File: src/hdl/b2b_pkg.sv
`timescale 1ns / 1ps
package b2b_pkg;
  localparam logic [1:0] REQ_KEY = 2'd0;
  localparam logic [1:0] REQ_MSG = 2'd1;
  localparam logic [1:0] REQ_FIN = 2'd2;
  localparam logic [1:0] REQ_BAD = 2'd3;
  localparam logic CFG_DLEN = 1'b0;
  localparam logic CFG_KLEN = 1'b1;

  localparam logic [511:0] IV = {
    64'h5BE0CD19137E2179, 64'h1F83D9ABFB41BD6B,
    64'h9B05688C2B3E6C1F, 64'h510E527FADE682D1,
    64'hA54FF53A5F1D36F1, 64'h3C6EF372FE94F82B,
    64'hBB67AE8584CAA73B, 64'h6A09E667F3BCC908};

  localparam logic [639:0] SIGMA = {
    64'h0dc3e9bf5167482a, 64'h5a417d2c803b9ef6,
    64'ha2684f05931ce7bd, 64'hb8293670a4def15c,
    64'h91ef57d438b0a6c2, 64'hd386cb1efa427509,
    64'h8f04a562ebcd1397, 64'h491763eadf250c8b,
    64'h357b20c16df984ae, 64'hfedcba9876543210};

  // a,b,c,d indexes per G step, nibbles d c b a
  localparam logic [127:0] MIX = {
    16'he943, 16'hd872, 16'hcb61, 16'hfa50,
    16'hfb73, 16'hea62, 16'hd951, 16'hc840};

  typedef struct packed {
    logic start;     // reinit run
    logic put;       // write byte at pos
    logic [7:0] pbyte;
    logic cmp_go;    // start compression
    logic cmp_last;
    logic cnt_add;   // byte_count += pos or 128
    logic cnt_full;
    logic close_key; // pos <- 128
    logic pos_zero;
  } cmd_t;

  typedef struct packed {
    logic busy;
    logic [7:0] pos;
    logic key_open;
  } stat_t;

  function automatic logic [6:0] eff_dl(input logic [6:0] v);
    if (v == 7'd0) return 7'd1;
    if (v > 7'd64) return 7'd64;
    return v;
  endfunction

  function automatic logic [6:0] eff_kl(input logic [6:0] v);
    return (v > 7'd64) ? 7'd64 : v;
  endfunction
endpackage

File: src/hdl/b2b_if.sv
`timescale 1ns / 1ps
interface b2b_in_if;
  logic valid;
  logic ready;
  logic [1:0] req_type;
  logic [7:0] data_byte;
  modport source(output valid, req_type, data_byte, input ready);
  modport sink(input valid, req_type, data_byte, output ready);
endinterface

interface b2b_out_if;
  logic valid;
  logic ready;
  logic [7:0] digest_byte;
  logic [5:0] digest_index;
  logic digest_last;
  modport source(output valid, digest_byte, digest_index, digest_last, input ready);
  modport sink(input valid, digest_byte, digest_index, digest_last, output ready);
endinterface

interface b2b_cfg_if;
  logic valid;
  logic ready;
  logic index;
  logic [6:0] data;
  modport source(output valid, index, data, input ready);
  modport sink(input valid, index, data, output ready);
endinterface

File: src/hdl/b2b_ctrl.sv
`timescale 1ns / 1ps
module b2b_ctrl (
  input  logic clk,
  input  logic rst,
  b2b_in_if.sink  in_ch,
  b2b_out_if.source out_ch,
  b2b_cfg_if.sink cfg_ch,
  input  b2b_pkg::stat_t stat,
  input  logic [7:0] rd_byte,
  output logic [5:0] rd_idx,
  output logic [6:0] dlen,
  output logic [6:0] klen,
  output b2b_pkg::cmd_t cmd
);
  typedef enum logic [5:0] {
    S_INIT = 6'b000001, S_IDLE = 6'b000010, S_PAD = 6'b000100,
    S_CMP  = 6'b001000, S_WAIT = 6'b010000, S_EMIT = 6'b100000
  } state_t;
  state_t state, state_next;
  logic fin;          // compression is the final one
  logic [7:0] hold;   // pending message byte
  logic [6:0] cnt;    // digest bytes issued
  logic cfg_fire, in_fire, out_fire;
  logic [1:0] rt;

  assign cfg_ch.ready = (state == S_IDLE);
  assign in_ch.ready = (state == S_IDLE) && !cfg_ch.valid;
  assign cfg_fire = cfg_ch.valid && cfg_ch.ready;
  assign in_fire = in_ch.valid && in_ch.ready;
  assign out_fire = out_ch.valid && out_ch.ready;
  assign rt = in_ch.req_type;
  assign rd_idx = cnt[5:0];
  assign out_ch.valid = (state == S_EMIT);
  assign out_ch.digest_byte = rd_byte;
  assign out_ch.digest_index = cnt[5:0];
  assign out_ch.digest_last = (cnt + 7'd1 == b2b_pkg::eff_dl(dlen));

  always_comb begin
    cmd = '0;
    cmd.pbyte = in_ch.data_byte;
    state_next = state;
    unique case (state)
      S_INIT: begin
        cmd.start = 1'b1;
        state_next = S_IDLE;
      end
      S_IDLE: begin
        if (cfg_fire) state_next = S_INIT;
        else if (in_fire) begin
          unique case (rt)
            b2b_pkg::REQ_KEY:
              cmd.put = stat.key_open && (stat.pos < {1'b0, b2b_pkg::eff_kl(klen)});
            b2b_pkg::REQ_MSG, b2b_pkg::REQ_FIN: begin
              if (stat.key_open) cmd.close_key = 1'b1;
              else if (rt == b2b_pkg::REQ_MSG && !stat.pos[7]) cmd.put = 1'b1;
              // counter is added together with the compression start in PAD
              if (stat.key_open || stat.pos[7] || rt == b2b_pkg::REQ_FIN)
                state_next = S_PAD;
            end
            default: ;
          endcase
        end
      end
      S_PAD: begin
        // tail bytes are already zero: buffer cleared at start and after compress
        if (fin) begin
          cmd.cnt_add = 1'b1;
          cmd.cmp_go = 1'b1; cmd.cmp_last = 1'b1;
          state_next = S_CMP;
        end else if (stat.pos[7]) begin
          cmd.cnt_add = 1'b1; cmd.cnt_full = 1'b1;
          cmd.cmp_go = 1'b1;
          state_next = S_CMP;
        end else begin
          cmd.put = 1'b1; cmd.pbyte = hold;
          state_next = S_IDLE;
        end
      end
      S_CMP: state_next = S_WAIT;
      S_WAIT: if (!stat.busy) begin
        if (fin) state_next = S_EMIT;
        else begin
          cmd.pos_zero = 1'b1;
          state_next = S_PAD;
        end
      end
      S_EMIT: if (out_fire && out_ch.digest_last) state_next = S_INIT;
      default: state_next = S_INIT;
    endcase
  end

  always_ff @(posedge clk) begin
    if (rst) begin
      state <= S_INIT;
      dlen <= 7'd64;
      klen <= 7'd0;
      fin <= 1'b0;
      cnt <= '0;
    end else begin
      state <= state_next;
      if (cfg_fire) begin
        if (cfg_ch.index == b2b_pkg::CFG_DLEN) dlen <= cfg_ch.data;
        else klen <= cfg_ch.data;
      end
      if (in_fire) begin
        hold <= in_ch.data_byte;
        fin <= (rt == b2b_pkg::REQ_FIN);
      end
      if (state == S_IDLE) cnt <= '0;
      else if (out_fire) cnt <= cnt + 7'd1;
    end
  end
endmodule

File: src/flat_wrapper.sv
// flat-port wrapper written by rule: the top's interface ports become plain ports
module b2b_ctrl_flat 
  (clk, rst, stat, rd_byte, rd_idx, dlen, klen, cmd, in_ch_valid, in_ch_req_type, in_ch_data_byte, in_ch_ready, out_ch_valid, out_ch_digest_byte, out_ch_digest_index, out_ch_digest_last, out_ch_ready, cfg_ch_valid, cfg_ch_index, cfg_ch_data, cfg_ch_ready);
  b2b_in_if in_ch_i ();
  b2b_out_if out_ch_i ();
  b2b_cfg_if cfg_ch_i ();
  input  logic clk;
  input  logic rst;
  input  b2b_pkg::stat_t stat;
  input  logic [7:0] rd_byte;
  output logic [5:0] rd_idx;
  output logic [6:0] dlen;
  output logic [6:0] klen;
  output b2b_pkg::cmd_t cmd;
  input wire logic [$bits(in_ch_i.valid)-1:0] in_ch_valid;
  input wire logic [$bits(in_ch_i.req_type)-1:0] in_ch_req_type;
  input wire logic [$bits(in_ch_i.data_byte)-1:0] in_ch_data_byte;
  output wire logic [$bits(in_ch_i.ready)-1:0] in_ch_ready;
  output wire logic [$bits(out_ch_i.valid)-1:0] out_ch_valid;
  output wire logic [$bits(out_ch_i.digest_byte)-1:0] out_ch_digest_byte;
  output wire logic [$bits(out_ch_i.digest_index)-1:0] out_ch_digest_index;
  output wire logic [$bits(out_ch_i.digest_last)-1:0] out_ch_digest_last;
  input wire logic [$bits(out_ch_i.ready)-1:0] out_ch_ready;
  input wire logic [$bits(cfg_ch_i.valid)-1:0] cfg_ch_valid;
  input wire logic [$bits(cfg_ch_i.index)-1:0] cfg_ch_index;
  input wire logic [$bits(cfg_ch_i.data)-1:0] cfg_ch_data;
  output wire logic [$bits(cfg_ch_i.ready)-1:0] cfg_ch_ready;
  assign in_ch_i.valid = in_ch_valid;
  assign in_ch_i.req_type = in_ch_req_type;
  assign in_ch_i.data_byte = in_ch_data_byte;
  assign in_ch_ready = in_ch_i.ready;
  assign out_ch_valid = out_ch_i.valid;
  assign out_ch_digest_byte = out_ch_i.digest_byte;
  assign out_ch_digest_index = out_ch_i.digest_index;
  assign out_ch_digest_last = out_ch_i.digest_last;
  assign out_ch_i.ready = out_ch_ready;
  assign cfg_ch_i.valid = cfg_ch_valid;
  assign cfg_ch_i.index = cfg_ch_index;
  assign cfg_ch_i.data = cfg_ch_data;
  assign cfg_ch_ready = cfg_ch_i.ready;
  b2b_ctrl u_core (.clk(clk), .rst(rst), .in_ch(in_ch_i), .out_ch(out_ch_i), .cfg_ch(cfg_ch_i), .stat(stat), .rd_byte(rd_byte), .rd_idx(rd_idx), .dlen(dlen), .klen(klen), .cmd(cmd));
endmodule
File: config.mk
export PLATFORM = sky130hd
export DESIGN_NAME = b2b_ctrl_flat
export DESIGN_NICKNAME = d
export VERILOG_FILES = /design/src/hdl/b2b_pkg.sv /design/src/hdl/b2b_if.sv /design/src/hdl/b2b_ctrl.sv /design/src/flat_wrapper.sv
export SDC_FILE = /design/constraint.sdc
export NUM_CORES = 1
export LEC_CHECK = 0
export BUFFER_PORTS_ARGS = -buffer_cell sky130_fd_sc_hd__buf_2
export CORE_ASPECT_RATIO = 1.25
export CORE_MARGIN = 1.5
export CORE_UTILIZATION = 54
export CTS_BUF_LIST = sky130_fd_sc_hd__clkbuf_2
export CTS_CLUSTER_SIZE = 25
export DETAILED_ROUTE_END_ITERATION = 8
export MAX_ROUTING_LAYER = met4
export PLACE_DENSITY = 0.89
export SYNTH_ARGS = -nofsm -noshare
export SYNTH_HDL_FRONTEND = slang
export SYNTH_SLANG_ARGS = --single-unit
export TNS_END_PERCENT = 20
File: constraint.sdc
create_clock -name clk -period 7.02 [get_ports clk]
set_clock_uncertainty 0.05 [all_clocks]
set_input_delay 0.702 -clock clk [delete_from_list [all_inputs] [get_ports clk]]
set_output_delay 0.702 -clock clk [all_outputs]
set_load 0.005 [all_outputs]
# After elaboration in Yosys (flattened, before gate mapping)
# Index checks and enable logic that the tools add are counted.
[op_classes]
reduce_logical = 19
n_mux = 42
order_cmp = 3
addsub = 1
bitwise = 2
n_eq_ne = 14
[op_table]
columns = ["operator", "n"]
rows = [
  ["6-bit two-way mux", 7],
  ["6-bit case mux with 6 select lines", 1],
  ["7-bit two-way mux", 5],
  ["1-bit two-way mux", 21],
  ["9-bit two-way mux", 2],
  ["7-bit > comparator, second input constant", 2],
  ["12-bit two-way mux", 1],
  ["3-bit != test, second input constant", 3],
  ["8-bit by 7-bit less-than comparator with 1-bit output", 1],
  ["4-bit two-way mux", 2],
  ["7-bit by 1-bit adder with 7-bit output, second input constant", 1],
  ["7-bit == test", 1],
  ["1-bit logical AND", 7],
  ["7-bit logical NOT", 1],
  ["6-bit by 1-bit == test with 1-bit output, second input constant", 1],
  ["6-bit by 2-bit == test with 1-bit output, second input constant", 1],
  ["6-bit by 3-bit == test with 1-bit output, second input constant", 1],
  ["6-bit by 4-bit == test with 1-bit output, second input constant", 1],
  ["6-bit by 5-bit == test with 1-bit output, second input constant", 1],
  ["6-bit == test, second input constant", 1],
  ["2-bit AND reduction", 3],
  ["5-bit AND reduction", 1],
  ["2-bit != test, second input constant", 2],
  ["1-bit case mux with 2 select lines", 2],
  ["other kinds (8)", 12],
]
[totals]
elab_cells = 87
ff_bits = 36

# Depth between registers and ports, before layout
[depth]
word_depth = 9
mapped_depth = 9
mapped_depth_nobuf = 9

# Least setup slack after synthesis
# No wires, ideal clock.
[synth_timing]
path_kind = "register -> output"
startpoint = "register u_core.cnt[0]"
endpoint = "output out_ch_digest_last"
path_slack_ps = 4369
required_time_ps = 6268
arrival_ps = 1899
stages_incl_launch_ff = 8
cell_sequence = "dfxtp_1 > ha_1 > nand3_4 > nor2_2 > xor2_1 > or4_4 > a21oi_2 > and2_2"
[synth_via]
elab_chain_len = 2
[synth_lines]
columns = ["element", "line_no", "source"]
rows = [
  ["from (decl)", "b2b_ctrl.sv:22", "logic [6:0] cnt;"],
  ["from (signal assigned)", "b2b_ctrl.sv:110", "else if (out_fire) cnt <= cnt + 7'd1;"],
  ["7-bit by 1-bit adder with 7-bit output", "b2b_ctrl.sv:36", "assign out_ch.digest_last = (cnt + 7'd1 == b2b_pkg::eff_dl(dlen));"],
  ["7-bit == test", "b2b_ctrl.sv:36", ""],
  ["to (decl)", "flat_wrapper.sv:22", "output wire logic [$bits(out_ch_i.digest_last)-1:0] out_ch_digest_last;"],
]
# No other way between the ends.

# Final worst setup path
# Ends and elaborated chain as after synthesis.

==> impl_metrics.tcl <==
set metrics [dict create \
    status "completed" \
    post-route-util 0.634 \
    fmax_ghz 0.300 \
    gr-total-overflow 0 \
    hold_viol_final 0 \
    crit_path_max_incr_delay_ns 0.54 \
    n_antenna_cell 0 \
    min_path_cells 1 \
    syn_inst 252 \
    die_x_um 61.1 \
    areaGrowthSynthToFinish_pct 12.9 \
    cts_resized 0 \
    yosysUniqueCellTypes 55 \
    portBuffers 78 \
    numCtsBuffers 5 \
    max_slew_margin 0.589 \
    setup_ws_ns 3.69 \
    drt-initial-drc-count 120 \
    start_util 0.561 \
    clkSinkCount 36 \
    rows 26 \
    power_per_cell_area_mw_per_mm2 160 \
    syn-num-nets 304 \
    grt_max_degree 23 \
    htree_levels 2 \
    rsz0062_at_grt "no" \
    crit_chain "ha_1 -> nand3_4 -> nor2_2 -> xor2_1 -> or4_4 -> a21oi_2 -> and2_2 -> buf_2" \
    worstReg2RegEnd "u_core.state[5]" \
    synth_edf_count 8 \
    post-route-min-period_ns 3.33 \
    gr-usage-all-layers 0.231 \
    cts_hold_buf 0 \
    criticalPathCategory "flop to output port" \
    grt_pass1_vias 1788 \
    finalCritPeriodShare 0.474 \
    wl_um 4930 \
    cp_data_required_time_ns 6.27 \
    finalSetupViolCount 0 \
    drt-vias-per-instance 5.45 \
    synth_async_sr_flop_share 0 \
    antenna_found_initial 0 \
    synth.yosys.seq_area_share 0.351 \
    io_pins 95 \
    synth_flop_cell "dfxtp_1" \
    layout_common_cells "buf_2, nor2_1, dfxtp_1, nand2_1, mux2i_1" \
    dieHeight_um 75.7 \
    critPathArrivalTime_ns 2.58 \
    vias 1988 \
    crit_family "simple AND/OR/NAND/NOR gates" \
    post_cts_buffers 0 \
    r2r_start "u_core.cnt[0]" \
    min_to "u_core.hold[3]" \
    max-cap-violations 0 \
    ir_drop_uv 97.2 \
    synth.cell_area_mm2 0.00228 \
    post-route-cell-area_mm2 0.00258 \
    nFillCells 363 \
    cts_tree "done" \
    drc 0 \
    slew_violations 0 \
    ant_nets 0 \
    avgRoutedWirePerCell_um 13.5 \
    worstSkewPairLatency_ns 0.38 \
    cp_slowest_cell "dfxtp_1" \
    place_area_mm2 0.00254 \
    grt_pass1_wl_um 7780 \
    nNetsFinal 360 \
    regArea_um2 801 \
    die-area_mm2 0.00463 \
    worstSetupEndpointType "output port" \
    hp-class "input pin to flop" \
    ys_ff_latch 36 \
    reg2reg_depth 8 \
    leakage_nw 1.23 \
    cts_root_buf "clkbuf_2" \
    multi_input_area_mm2 0.00125 \
    crit_fanout 9 \
    start_kind "flop" \
    whs_ns 0.442 \
    yosys_warnings 0 \
    reg2reg_slack_ns 4.55 \
    design.core.area_mm2 0.00407 \
    final_layout_size_suffix_gt1_frac 0.350 \
    dp_slack_ns 3.96 \
    avgSynthCellArea_um2 9.06 \
    gp_congestion 0.956 \
    post-dp-hpwl_um 3910 \
    firstDrtPassIters 4 \
    clk_path_buf_depth 2 \
    cp_num_buf_inv 1 \
    final_common_cell "buf_2" \
    setup_tns_ns 0 \
    clk_pin_slew_ns 0.18 \
    hold_path_startpoint "in_ch_data_byte[3]" \
    worst_slew_pin_slew_ns 0.614 \
]
[worst reg2reg max path, delay by kind of cell, from the launching register on]
kind / cells / cell delay, ns
adders and majority gates: 1 / 0.36
xor gates and xnor gates: 1 / 0.08
DFF: 1 / 0.54
and+or+nand+nor: 3 / 0.79
AOI/OAI and AO/OA: 3 / 0.55
[registers in the layout (all words and copies together) (netlist names)]
| register | count |
|---|---|
| u_core.klen | 7 |
| u_core.cnt | 7 |
| u_core.fin | 1 |
| u_core.hold | 8 |
| u_core.dlen | 7 |
| u_core.state | 6 |
[synth_stat cells (all sizes together) (2+ instances only)]
library cell   n  area share
a21oi         12       0.028
a31oi          2      0.0082
and2           2      0.0060
and3           2      0.0055
and3b          2      0.0077
buf           24       0.081
clkbuf         5      0.0082
dfxtp         28        0.25
edfxtp         8        0.11
ha            11       0.060
inv            7       0.012
mux2           9       0.044
mux2i         13       0.057
nand2         21       0.035
nand3         10       0.032
nor2          34       0.058
nor2b          2      0.0055
nor3           7       0.015
nor3b          5       0.019
nor4           2      0.0082
o211ai         2      0.0066
o21ai          7       0.015
or2            2      0.0055
or3            2      0.0055
xnor2          7       0.027
xor2           8       0.031
[metrics by stage]
| step | total power, mW | std cells |
|---|---|---|
| 2_1_floorplan | 0.294 | 252 |
| 5_1_grt | 0.436 | 365 |
| 3_5_place_dp | 0.325 | 357 |
| 4_1_cts | 0.416 | 365 |
| 3_3_place_gp | 0.322 | 357 |
| 6_report | 0.412 | 365 |
[routing by layer]
metal  vias up  global-route usage  wire length [µm]
met5         -                   -                 0
met4         0               0.111               139
met2        72               0.389              2500
li1        974                   -                 -
met1       928               0.256              2030
met3        14              0.0475               264
[worst max path at each step]
stage,startpoint,to,cells past startpoint,slack [ns]
final,u_core.cnt[0],out_ch_digest_last,8,3.69
after floorplan,u_core.cnt[0],out_ch_digest_last,7,4.37
after detailed placement,stat[1],cmd[14],9,3.96
after global routing,u_core.cnt[0],out_ch_digest_last,8,3.50
after global placement,stat[1],cmd[14],9,4.13
after CTS,u_core.cnt[0],out_ch_digest_last,8,3.67
[area by class of cell]
type | instances | share of cell area
Clock buffer | 5 | 0.00971
Clock inverter | 3 | 0.00534
Inverter | 7 | 0.0102
Multi-Input combinational cell | 180 | 0.485
Sequential cell | 36 | 0.311
Tap cell | 56 | 0.0272
Timing Repair Buffer | 78 | 0.151
[power breakdown]
| part | leakage (nW) | total, mW | internal, mW | switching (mW) |
|---|---|---|---|---|
| Clock | 0.0302 | 0.0911 | 0.0223 | 0.0688 |
| Combinational | 0.898 | 0.0907 | 0.0421 | 0.0486 |
| Sequential | 0.298 | 0.230 | 0.221 | 0.00937 |
| Total | 1.23 | 0.412 | 0.285 | 0.127 |
[cell families after synthesis]
family	count (synthesis)	share of synthesized area
buf+inv	36	0.101
flops	36	0.351
fa+ha+maj	11	0.0603
xor+xnor	15	0.0576
simple gates	99	0.233
mux	22	0.101
compound gates	33	0.0959
Power figures use the tool's default switching activity.
